### src/rtl/psc_pkg.sv
// ----------------------------------------------------------------------------
// psc_pkg
// Shared types and constants for the machine state controller: state and
// opcode codes, command codes, counter width and the update control bundle.
// ----------------------------------------------------------------------------
package psc_pkg;

	localparam int COUNT_WIDTH = 32;

	typedef enum logic [4:0] {
		ST_UNDEFINED    = 5'd0,
		ST_CLEARING     = 5'd1,
		ST_STOPPED      = 5'd2,
		ST_STARTING     = 5'd3,
		ST_IDLE         = 5'd4,
		ST_SUSPENDED    = 5'd5,
		ST_EXECUTE      = 5'd6,
		ST_STOPPING     = 5'd7,
		ST_ABORTING     = 5'd8,
		ST_ABORTED      = 5'd9,
		ST_HOLDING      = 5'd10,
		ST_HELD         = 5'd11,
		ST_UNHOLDING    = 5'd12,
		ST_SUSPENDING   = 5'd13,
		ST_UNSUSPENDING = 5'd14,
		ST_RESETTING    = 5'd15,
		ST_COMPLETING   = 5'd16,
		ST_COMPLETE     = 5'd17
	} state_t;

	typedef enum logic [2:0] {
		OP_COMMAND    = 3'd0,
		OP_STATE_DONE = 3'd1,
		OP_EXEC_DONE  = 3'd2,
		OP_COUNT      = 3'd3,
		OP_SET_MODE   = 3'd4,
		OP_SET_SPEED  = 3'd5,
		OP_INIT       = 3'd6,
		OP_TICK       = 3'd7
	} opcode_t;

	localparam logic [3:0] CMD_RESET     = 4'd1;
	localparam logic [3:0] CMD_START     = 4'd2;
	localparam logic [3:0] CMD_STOP      = 4'd3;
	localparam logic [3:0] CMD_HOLD      = 4'd4;
	localparam logic [3:0] CMD_UNHOLD    = 4'd5;
	localparam logic [3:0] CMD_SUSPEND   = 4'd6;
	localparam logic [3:0] CMD_UNSUSPEND = 4'd7;
	localparam logic [3:0] CMD_ABORT     = 4'd8;
	localparam logic [3:0] CMD_CLEAR     = 4'd9;

	localparam logic [7:0] MODE_PRODUCING = 8'd1;

	typedef struct packed {
		logic   accepted;
		state_t state_nx;
		logic   clr_state_time;
		logic   clr_run_time;
		logic   clr_counts;
		logic   tick;
		logic   count;
		logic   defective;
		logic   mode_load;
		logic   speed_load;
		logic   speed_clr;
	} upd_t;

endpackage

### src/rtl/psc_if.sv
// ----------------------------------------------------------------------------
// psc_in_if / psc_out_if
// Valid/ready channels carrying one input item and one status result.
// ----------------------------------------------------------------------------
interface psc_in_if;
	logic               valid;
	logic               ready;
	logic [2:0]         opcode;
	logic [3:0]         command;
	logic               defective_unit;
	logic [7:0]         mode_value;
	logic signed [31:0] speed_value;

	modport source (output valid, opcode, command, defective_unit, mode_value, speed_value,
		input ready);
	modport sink (input valid, opcode, command, defective_unit, mode_value, speed_value,
		output ready);
endinterface

interface psc_out_if;
	logic               valid;
	logic               ready;
	logic               accepted;
	logic [4:0]         current_state;
	logic [7:0]         current_mode;
	logic signed [31:0] actual_speed;
	logic [31:0]        state_elapsed;
	logic [31:0]        run_elapsed;
	logic [31:0]        processed_count;
	logic [31:0]        defective_count;

	modport source (output valid, accepted, current_state, current_mode, actual_speed,
		state_elapsed, run_elapsed, processed_count, defective_count, input ready);
	modport sink (input valid, accepted, current_state, current_mode, actual_speed,
		state_elapsed, run_elapsed, processed_count, defective_count, output ready);
endinterface

### src/rtl/psc_fsm.sv
// ----------------------------------------------------------------------------
// psc_fsm
// Transition logic of the machine state model. Decodes one item against the
// present state and produces the next state and the update controls.
// ----------------------------------------------------------------------------
module psc_fsm import psc_pkg::*; (
	input  state_t     state,
	input  logic [2:0] opcode,
	input  logic [3:0] command,
	input  logic       defective_unit,
	output upd_t       upd
);

	state_t cmd_nx;
	state_t done_nx;
	logic   abort_branch;

	always_comb begin
		abort_branch = (state == ST_ABORTING) || (state == ST_ABORTED);
		cmd_nx = state;
		if (command == CMD_ABORT && !abort_branch) begin
			cmd_nx = ST_ABORTING;
		end else if (command == CMD_STOP && !abort_branch && state != ST_STOPPING &&
				state != ST_STOPPED && state != ST_CLEARING) begin
			cmd_nx = ST_STOPPING;
		end else begin
			case (state)
				ST_STOPPED, ST_COMPLETE: begin
					if (command == CMD_RESET) cmd_nx = ST_RESETTING;
				end
				ST_IDLE: begin
					if (command == CMD_START) cmd_nx = ST_STARTING;
				end
				ST_EXECUTE: begin
					if (command == CMD_HOLD) cmd_nx = ST_HOLDING;
					else if (command == CMD_SUSPEND) cmd_nx = ST_SUSPENDING;
				end
				ST_HELD: begin
					if (command == CMD_UNHOLD) cmd_nx = ST_UNHOLDING;
				end
				ST_SUSPENDED: begin
					if (command == CMD_UNSUSPEND) cmd_nx = ST_UNSUSPENDING;
				end
				ST_ABORTED: begin
					if (command == CMD_CLEAR) cmd_nx = ST_CLEARING;
				end
				default: cmd_nx = state;
			endcase
		end
	end

	always_comb begin
		case (state)
			ST_RESETTING:    done_nx = ST_IDLE;
			ST_STARTING:     done_nx = ST_EXECUTE;
			ST_HOLDING:      done_nx = ST_HELD;
			ST_UNHOLDING:    done_nx = ST_EXECUTE;
			ST_SUSPENDING:   done_nx = ST_SUSPENDED;
			ST_UNSUSPENDING: done_nx = ST_EXECUTE;
			ST_COMPLETING:   done_nx = ST_COMPLETE;
			ST_STOPPING:     done_nx = ST_STOPPED;
			ST_ABORTING:     done_nx = ST_ABORTED;
			ST_CLEARING:     done_nx = ST_STOPPED;
			default:         done_nx = state;
		endcase
	end

	always_comb begin
		upd = '0;
		upd.state_nx  = state;
		upd.defective = defective_unit;
		unique case (opcode_t'(opcode))
			OP_COMMAND: begin
				if (cmd_nx != state) begin
					upd.state_nx     = cmd_nx;
					upd.accepted     = 1'b1;
					upd.clr_run_time = (command == CMD_RESET);
				end
			end
			OP_STATE_DONE: upd.state_nx = done_nx;
			OP_EXEC_DONE: begin
				if (state == ST_EXECUTE) begin
					upd.state_nx = ST_COMPLETING;
					upd.accepted = 1'b1;
				end
			end
			OP_COUNT: upd.count = (state == ST_EXECUTE);
			OP_SET_MODE: begin
				if (state == ST_STOPPED || state == ST_IDLE || state == ST_ABORTED) begin
					upd.mode_load = 1'b1;
					upd.accepted  = 1'b1;
				end
			end
			OP_SET_SPEED: upd.speed_load = 1'b1;
			OP_INIT: begin
				upd.state_nx       = ST_STOPPED;
				upd.mode_load      = 1'b1;
				upd.speed_clr      = 1'b1;
				upd.clr_counts     = 1'b1;
				upd.clr_run_time   = 1'b1;
				upd.clr_state_time = 1'b1;
			end
			OP_TICK: upd.tick = 1'b1;
			default: upd.state_nx = state;
		endcase
		if (upd.state_nx != state) upd.clr_state_time = 1'b1;
	end

endmodule

### src/rtl/psc_ctr.sv
// ----------------------------------------------------------------------------
// psc_ctr
// Unit counters and millisecond timers. Holds the running values and gives
// their values after the current update.
// ----------------------------------------------------------------------------
module psc_ctr import psc_pkg::*; (
	input  logic        clk,
	input  logic        arst_n,
	input  logic        en,
	input  upd_t        upd,
	output logic [31:0] state_time_nx,
	output logic [31:0] run_time_nx,
	output logic [31:0] processed_nx,
	output logic [31:0] defective_nx
);

	logic [COUNT_WIDTH-1:0] processed_q;
	logic [COUNT_WIDTH-1:0] defective_q;
	logic [COUNT_WIDTH-1:0] processed_d;
	logic [COUNT_WIDTH-1:0] defective_d;
	logic [31:0]            state_time_q;
	logic [31:0]            run_time_q;

	always_comb begin
		processed_d   = processed_q;
		defective_d   = defective_q;
		state_time_nx = state_time_q;
		run_time_nx   = run_time_q;
		if (upd.clr_counts) begin
			processed_d = '0;
			defective_d = '0;
		end else if (upd.count) begin
			processed_d = processed_q + COUNT_WIDTH'(1);
			if (upd.defective) defective_d = defective_q + COUNT_WIDTH'(1);
		end
		if (upd.tick) begin
			state_time_nx = state_time_q + 32'd1;
			run_time_nx   = run_time_q + 32'd1;
		end
		if (upd.clr_state_time) state_time_nx = '0;
		if (upd.clr_run_time) run_time_nx = '0;
	end

	assign processed_nx = 32'(processed_d);
	assign defective_nx = 32'(defective_d);

	always_ff @(posedge clk or negedge arst_n) begin
		if (!arst_n) begin
			processed_q  <= '0;
			defective_q  <= '0;
			state_time_q <= '0;
			run_time_q   <= '0;
		end else if (en) begin
			processed_q  <= processed_d;
			defective_q  <= defective_d;
			state_time_q <= state_time_nx;
			run_time_q   <= run_time_nx;
		end
	end

endmodule

### src/rtl/packml_state_controller_unit.sv
// ----------------------------------------------------------------------------
// packml_state_controller_unit
// Machine state controller with mode, speed, unit counters and timers.
// ----------------------------------------------------------------------------
// One item is taken every clock while the result side is not stalled, and
// each returns one status result. An accepted item is held in the input
// register, where it is applied to the state, and its status is loaded into
// the result register when the result side can advance. A result that waits
// on the output side holds the input register, and the input stalls only
// when both registers are full. The rate is set by the single update of the
// state, counter and timer registers from the input register.
module packml_state_controller_unit import psc_pkg::*; (
	input  logic      clk,
	input  logic      arst_n,
	psc_in_if.sink    item,
	psc_out_if.source result
);

	logic               valid_s1;
	logic [2:0]         opcode_s1;
	logic [3:0]         command_s1;
	logic               defective_s1;
	logic [7:0]         mode_s1;
	logic signed [31:0] speed_s1;

	state_t             state_q;
	logic [7:0]         mode_q;
	logic signed [31:0] speed_q;
	logic [7:0]         mode_nx;
	logic signed [31:0] speed_nx;

	logic               out_valid_q;
	logic               advance;
	logic               fire;
	upd_t               upd;
	logic [31:0]        state_time_nx;
	logic [31:0]        run_time_nx;
	logic [31:0]        processed_nx;
	logic [31:0]        defective_nx;

	assign advance    = !out_valid_q || result.ready;
	assign fire       = valid_s1 && advance;
	assign item.ready = !valid_s1 || advance;

	always_ff @(posedge clk or negedge arst_n) begin
		if (!arst_n) begin
			valid_s1 <= 1'b0;
		end else if (item.ready) begin
			valid_s1 <= item.valid;
		end
	end

	always_ff @(posedge clk) begin
		if (item.ready && item.valid) begin
			opcode_s1    <= item.opcode;
			command_s1   <= item.command;
			defective_s1 <= item.defective_unit;
			mode_s1      <= item.mode_value;
			speed_s1     <= item.speed_value;
		end
	end

	psc_fsm u_fsm (
		.state          (state_q),
		.opcode         (opcode_s1),
		.command        (command_s1),
		.defective_unit (defective_s1),
		.upd            (upd)
	);

	psc_ctr u_ctr (
		.clk           (clk),
		.arst_n        (arst_n),
		.en            (fire),
		.upd           (upd),
		.state_time_nx (state_time_nx),
		.run_time_nx   (run_time_nx),
		.processed_nx  (processed_nx),
		.defective_nx  (defective_nx)
	);

	always_comb begin
		mode_nx  = upd.mode_load ? mode_s1 : mode_q;
		speed_nx = upd.speed_clr ? 32'sd0 : (upd.speed_load ? speed_s1 : speed_q);
	end

	always_ff @(posedge clk or negedge arst_n) begin
		if (!arst_n) begin
			state_q     <= ST_STOPPED;
			mode_q      <= MODE_PRODUCING;
			speed_q     <= '0;
			out_valid_q <= 1'b0;
		end else begin
			if (fire) begin
				state_q <= upd.state_nx;
				mode_q  <= mode_nx;
				speed_q <= speed_nx;
			end
			if (advance) out_valid_q <= valid_s1;
		end
	end

	always_ff @(posedge clk) begin
		if (fire) begin
			result.accepted        <= upd.accepted;
			result.current_state   <= upd.state_nx;
			result.current_mode    <= mode_nx;
			result.actual_speed    <= (upd.state_nx == ST_EXECUTE) ? speed_nx : 32'sd0;
			result.state_elapsed   <= state_time_nx;
			result.run_elapsed     <= run_time_nx;
			result.processed_count <= processed_nx;
			result.defective_count <= defective_nx;
		end
	end

	assign result.valid = out_valid_q;

endmodule
### src/flat_wrapper.sv
// flat-port wrapper written by rule: the top's interface ports become plain ports
module packml_state_controller_unit_flat import psc_pkg::*;
  (clk, arst_n, item_valid, item_opcode, item_command, item_defective_unit, item_mode_value, item_speed_value, item_ready, result_valid, result_accepted, result_current_state, result_current_mode, result_actual_speed, result_state_elapsed, result_run_elapsed, result_processed_count, result_defective_count, result_ready);
  psc_in_if item_i ();
  psc_out_if result_i ();
  input  logic clk;
  input  logic arst_n;
  input wire logic [$bits(item_i.valid)-1:0] item_valid;
  input wire logic [$bits(item_i.opcode)-1:0] item_opcode;
  input wire logic [$bits(item_i.command)-1:0] item_command;
  input wire logic [$bits(item_i.defective_unit)-1:0] item_defective_unit;
  input wire logic [$bits(item_i.mode_value)-1:0] item_mode_value;
  input wire logic [$bits(item_i.speed_value)-1:0] item_speed_value;
  output wire logic [$bits(item_i.ready)-1:0] item_ready;
  output wire logic [$bits(result_i.valid)-1:0] result_valid;
  output wire logic [$bits(result_i.accepted)-1:0] result_accepted;
  output wire logic [$bits(result_i.current_state)-1:0] result_current_state;
  output wire logic [$bits(result_i.current_mode)-1:0] result_current_mode;
  output wire logic [$bits(result_i.actual_speed)-1:0] result_actual_speed;
  output wire logic [$bits(result_i.state_elapsed)-1:0] result_state_elapsed;
  output wire logic [$bits(result_i.run_elapsed)-1:0] result_run_elapsed;
  output wire logic [$bits(result_i.processed_count)-1:0] result_processed_count;
  output wire logic [$bits(result_i.defective_count)-1:0] result_defective_count;
  input wire logic [$bits(result_i.ready)-1:0] result_ready;
  assign item_i.valid = item_valid;
  assign item_i.opcode = item_opcode;
  assign item_i.command = item_command;
  assign item_i.defective_unit = item_defective_unit;
  assign item_i.mode_value = item_mode_value;
  assign item_i.speed_value = item_speed_value;
  assign item_ready = item_i.ready;
  assign result_valid = result_i.valid;
  assign result_accepted = result_i.accepted;
  assign result_current_state = result_i.current_state;
  assign result_current_mode = result_i.current_mode;
  assign result_actual_speed = result_i.actual_speed;
  assign result_state_elapsed = result_i.state_elapsed;
  assign result_run_elapsed = result_i.run_elapsed;
  assign result_processed_count = result_i.processed_count;
  assign result_defective_count = result_i.defective_count;
  assign result_i.ready = result_ready;
  packml_state_controller_unit u_core (.clk(clk), .arst_n(arst_n), .item(item_i), .result(result_i));
endmodule
### config.mk
export PLATFORM = sky130hd
export DESIGN_NAME = packml_state_controller_unit_flat
export DESIGN_NICKNAME = d
export VERILOG_FILES = /design/src/rtl/psc_pkg.sv /design/src/rtl/psc_if.sv /design/src/rtl/psc_fsm.sv /design/src/rtl/psc_ctr.sv /design/src/rtl/packml_state_controller_unit.sv /design/src/flat_wrapper.sv
export SDC_FILE = /design/constraint.sdc
export NUM_CORES = 1
export LEC_CHECK = 0
export ABC_AREA = 1
export CORE_MARGIN = 1.5
export CORE_UTILIZATION = 55
export DETAILED_ROUTE_END_ITERATION = 8
export DONT_BUFFER_PORTS = 1
export PLACE_DENSITY = 0.75
export SYNTH_ARGS = -nofsm -noshare
export SYNTH_HDL_FRONTEND = slang
export SYNTH_SLANG_ARGS = --single-unit
### constraint.sdc
create_clock -name clk -period 5.6 [get_ports clk]
set_input_delay 0.84 -clock clk [delete_from_list [all_inputs] [get_ports clk]]
set_output_delay 0.84 -clock clk [all_outputs]
set_load 0.03 [all_outputs]
==> results.sh <==
export IMPL_root_buffer="clkbuf_16"
export IMPL_arrival_ps=4240
export IMPL_endpoint="u_core.result.state_elapsed[20]"
export IMPL_overflow=0
export IMPL_drt_pass1_iterations=7
export IMPL_area_growth_pct=9.852
export IMPL_critPathLaunchType="register"
export IMPL_hold_class="in -> async"
export IMPL_via_count=14490
export IMPL_cellLeakagePower_nw=8.576
export IMPL_drive_gt1_frac=0.07282
export IMPL_synthFlopType="edfxtp_1"
export IMPL_grt_pass1_vias=13930
export IMPL_die_w_um=188.9
export IMPL_synth_top_cell_area_share=0.3509
export IMPL_r2r_slack_ps=1730
export IMPL_setup_viol=0
export IMPL_hold_viol=0
export IMPL_ys_types=46
export IMPL_port_buffers=0
export IMPL_synth_edff_count=222
export IMPL_crit_type="reg -> reg"
export IMPL_relSlewSlack=0.1739
export IMPL_coreArea_um2=33780
export IMPL_yosysWarnings=0
export IMPL_via_per_inst=5.676
export IMPL_peakVddDrop_mv=0.3832
export IMPL_multi_input_area_um2=6760
export IMPL_layout_min_cycle_time_ps=3873
export IMPL_grt_usage=0.2562
export IMPL_rows=67
export IMPL_ctsLongestPathBuffers=3
export IMPL_drt_iter0_markers=1247
export IMPL_dieArea_um2=35670
export IMPL_synthesis_nets=2143
export IMPL_grt_pass1_wl_mm=72.51
export IMPL_grt_max_degree=174
export IMPL_syn_inst=2087
export IMPL_reg2reg_depth=16
export IMPL_fmax_mhz=258.2
export IMPL_n_fill_cell=2710
export IMPL_antenna_found_initial=6
export IMPL_ys_seq_elements=397
export IMPL_drt_wirelength_per_cell_um=17.81
export IMPL_synth_top_cells_by_area="edfxtp_1, dfrtp_1, nand2_1, nor2_1, o21ai_0"
export IMPL_post_cts_buffers=0
export IMPL_seq_area_frac_synth=0.5815
export IMPL_drv_slew=0
export IMPL_numCtsBuffers=42
export IMPL_worst_slew_pin_slew_ps=1236
export IMPL_clkTransAtPathRegs_ps=60
export IMPL_outcome="finished clean"
export IMPL_die_h_um=188.9
export IMPL_cp_max_fo=33
export IMPL_syn_area_per_cell_um2=9.103
export IMPL_hold_ws_ps=129.6
export IMPL_ios=228
export IMPL_startpoint="u_core.state_q[2]"
export IMPL_num_nets_final=2124
export IMPL_antenna_left=0
export IMPL_rsz0062_at_grt="no"
export IMPL_routed_wl_mm=45.46
export IMPL_fin_tns_setup_ps=0
export IMPL_clkLatencyLatePin_ps=560
export IMPL_regArea_um2=11050
export IMPL_gp_congestion=0.9110
export IMPL_htree_levels=2
export IMPL_crit_path_end_kind="register"
export IMPL_cts_tree="yes"
export IMPL_utilization=0.6178
export IMPL_fin_skew_ps=20.97
export IMPL_drv_cap=0
export IMPL_r2r_end="u_core.result.state_elapsed[20]"
export IMPL_syn_area_um2=19000
export IMPL_r2r_start="u_core.state_q[2]"
export IMPL_power_density_nw_per_um2=467.7
export IMPL_dpl_hpwl_mm=29.90
export IMPL_crit_required_ps=5970
export IMPL_synth_top_area_cell="edfxtp_1"
export IMPL_ys_async_sr_fraction=0.4408
export IMPL_finalCritPeriodShare=0.6917
export IMPL_start_util=0.5623
export IMPL_clock_sink_count=397
export IMPL_drc=0
[worst min-delay path by stage]
stage | start | endpoint | slack (ps) | depth (start not counted)
2_1_floorplan | u_core.speed_q[0] | u_core.speed_q[0] | 450 | 2
3_3_place_gp | u_core.speed_q[14] | u_core.speed_q[14] | 460 | 2
3_5_place_dp | u_core.speed_q[13] | u_core.speed_q[13] | 470 | 2
4_1_cts | arst_n | u_core.mode_q[0] | 100 | 0
5_1_grt | arst_n | u_core.mode_q[0] | 100 | 0
6_report | arst_n | u_core.mode_q[0] | 130 | 0
[timing repair]
item / CTS / global route
hold endpoints to repair: 173 / 0
hold buffers: 1 / 0
resized for setup: 0 / 0
[worst max-delay path: stages (launching register included)]
cell	delay [ps]
dfrtp_1	620
inv_1	180
nor2_2	230
nand3_2	200
nand2_1	130
nor2_2	60
nand2_1	70
nand3_1	80
nand2_1	70
nand2_1	70
nand2_1	110
nand2_1	60
nand2_1	60
nand3_1	110
nor2_4	630
nand2_2	640
nor2_1	320
[flip-flops by register name (all words and copies together) (netlist names), 8 cells and up]
signal	flops
u_core.mode_s1	8
u_core.result.state_elapsed	32
u_core.result.actual_speed	32
u_core.speed_q	32
u_core.u_ctr.state_time_q	32
u_core.result.current_mode	8
u_core.u_ctr.defective_q	32
u_core.speed_s1	32
u_core.result.defective_count	32
u_core.u_ctr.processed_q	32
u_core.mode_q	8
u_core.u_ctr.run_time_q	32
u_core.result.run_elapsed	32
u_core.result.processed_count	32
[cell usage after synthesis (all sizes together), types with 7 or more instances]
cell type,n
xnor2,9
nand4,69
nor3,79
nand3,97
dfrtp,173
buf,35
clkbuf,41
edfxtp,222
xor2,57
nand2,455
a21oi,45
inv,231
nor4,19
nor2,301
nor3b,7
o21ai,212
[layout by cell type, fill, tap and decap left out, drive strengths merged]
| master | netlist | layout |
|---|---|---|
| o21ai | 212 | 212 |
| clkinv | 0 | 14 |
| nand2 | 455 | 455 |
| dfrtp | 173 | 173 |
| xnor2 | 9 | 9 |
| nand3b | 5 | 5 |
| dfstp | 2 | 2 |
| diode | 0 | 3 |
| and3 | 3 | 3 |
| nor2 | 301 | 301 |
| nor4 | 19 | 19 |
| bufinv | 0 | 8 |
| xor2 | 57 | 57 |
| o21a | 4 | 4 |
| a31oi | 5 | 5 |
| inv | 231 | 232 |
| clkinvlp | 0 | 2 |
| buf | 35 | 13 |
| ha | 4 | 4 |
| or2 | 3 | 3 |
| nand3 | 97 | 97 |
| nor3b | 7 | 7 |
| a211oi | 4 | 4 |
| clkbuf | 41 | 52 |
| nand4 | 69 | 69 |
| a31o | 1 | 1 |
| and2 | 2 | 2 |
| o211ai | 2 | 2 |
| nor3 | 79 | 79 |
| a21oi | 45 | 45 |
| edfxtp | 222 | 222 |
[where the power goes]
| part | internal (mW) | total (mW) | leakage, nW | switching (mW) |
|---|---|---|---|---|
| sequential | 3.88 | 4.83 | 4.54 | 0.952 |
| combinational | 0.519 | 1.95 | 3.31 | 1.43 |
| clock | 1.83 | 2.98 | 0.726 | 1.15 |
| total | 6.23 | 9.76 | 8.58 | 3.53 |
[layer usage]
metal	wire length (µm)	vias up	track usage
li1	-	6909	-
met1	18810	6844	0.3344
met2	20850	617	0.3961
met3	4046	108	0.07488
met4	1699	8	0.1200
met5	52	-	0
[logic make-up after synthesis]
group	synth area share
xor gates and xnor gates	0.03043
and+or+nand+nor	0.2478
AOI/OAI and AO/OA	0.07396
adders and majority gates	0.002634
buffers and inverters	0.06369
DFF	0.5815
[area by class of cell]
cell class / count / share of cell area
Sequential cell: 397 / 0.5294
Multi-Input combinational cell: 1383 / 0.3239
Clock buffer: 52 / 0.05510
Inverter: 231 / 0.04227
Tap cell: 448 / 0.02686
Clock inverter: 25 / 0.01589
Timing Repair Buffer: 13 / 0.006235
Antenna cell: 3 / 0.0003597
[stage by stage]
stage | area, µm² | total power [mW] | std cells | worst slack, ps
after floorplan | 19000 | 6.226 | 2087 | 1439
after global placement | 19350 | 6.696 | 2471 | 1742
after detailed placement | 19350 | 6.770 | 2471 | 1682
after CTS | 20860 | 9.810 | 2549 | 1642
after global routing | 20870 | 10.25 | 2551 | 1319
final | 20870 | 9.760 | 2552 | 1727
Note: power is estimated with default switching activity, not from simulation.
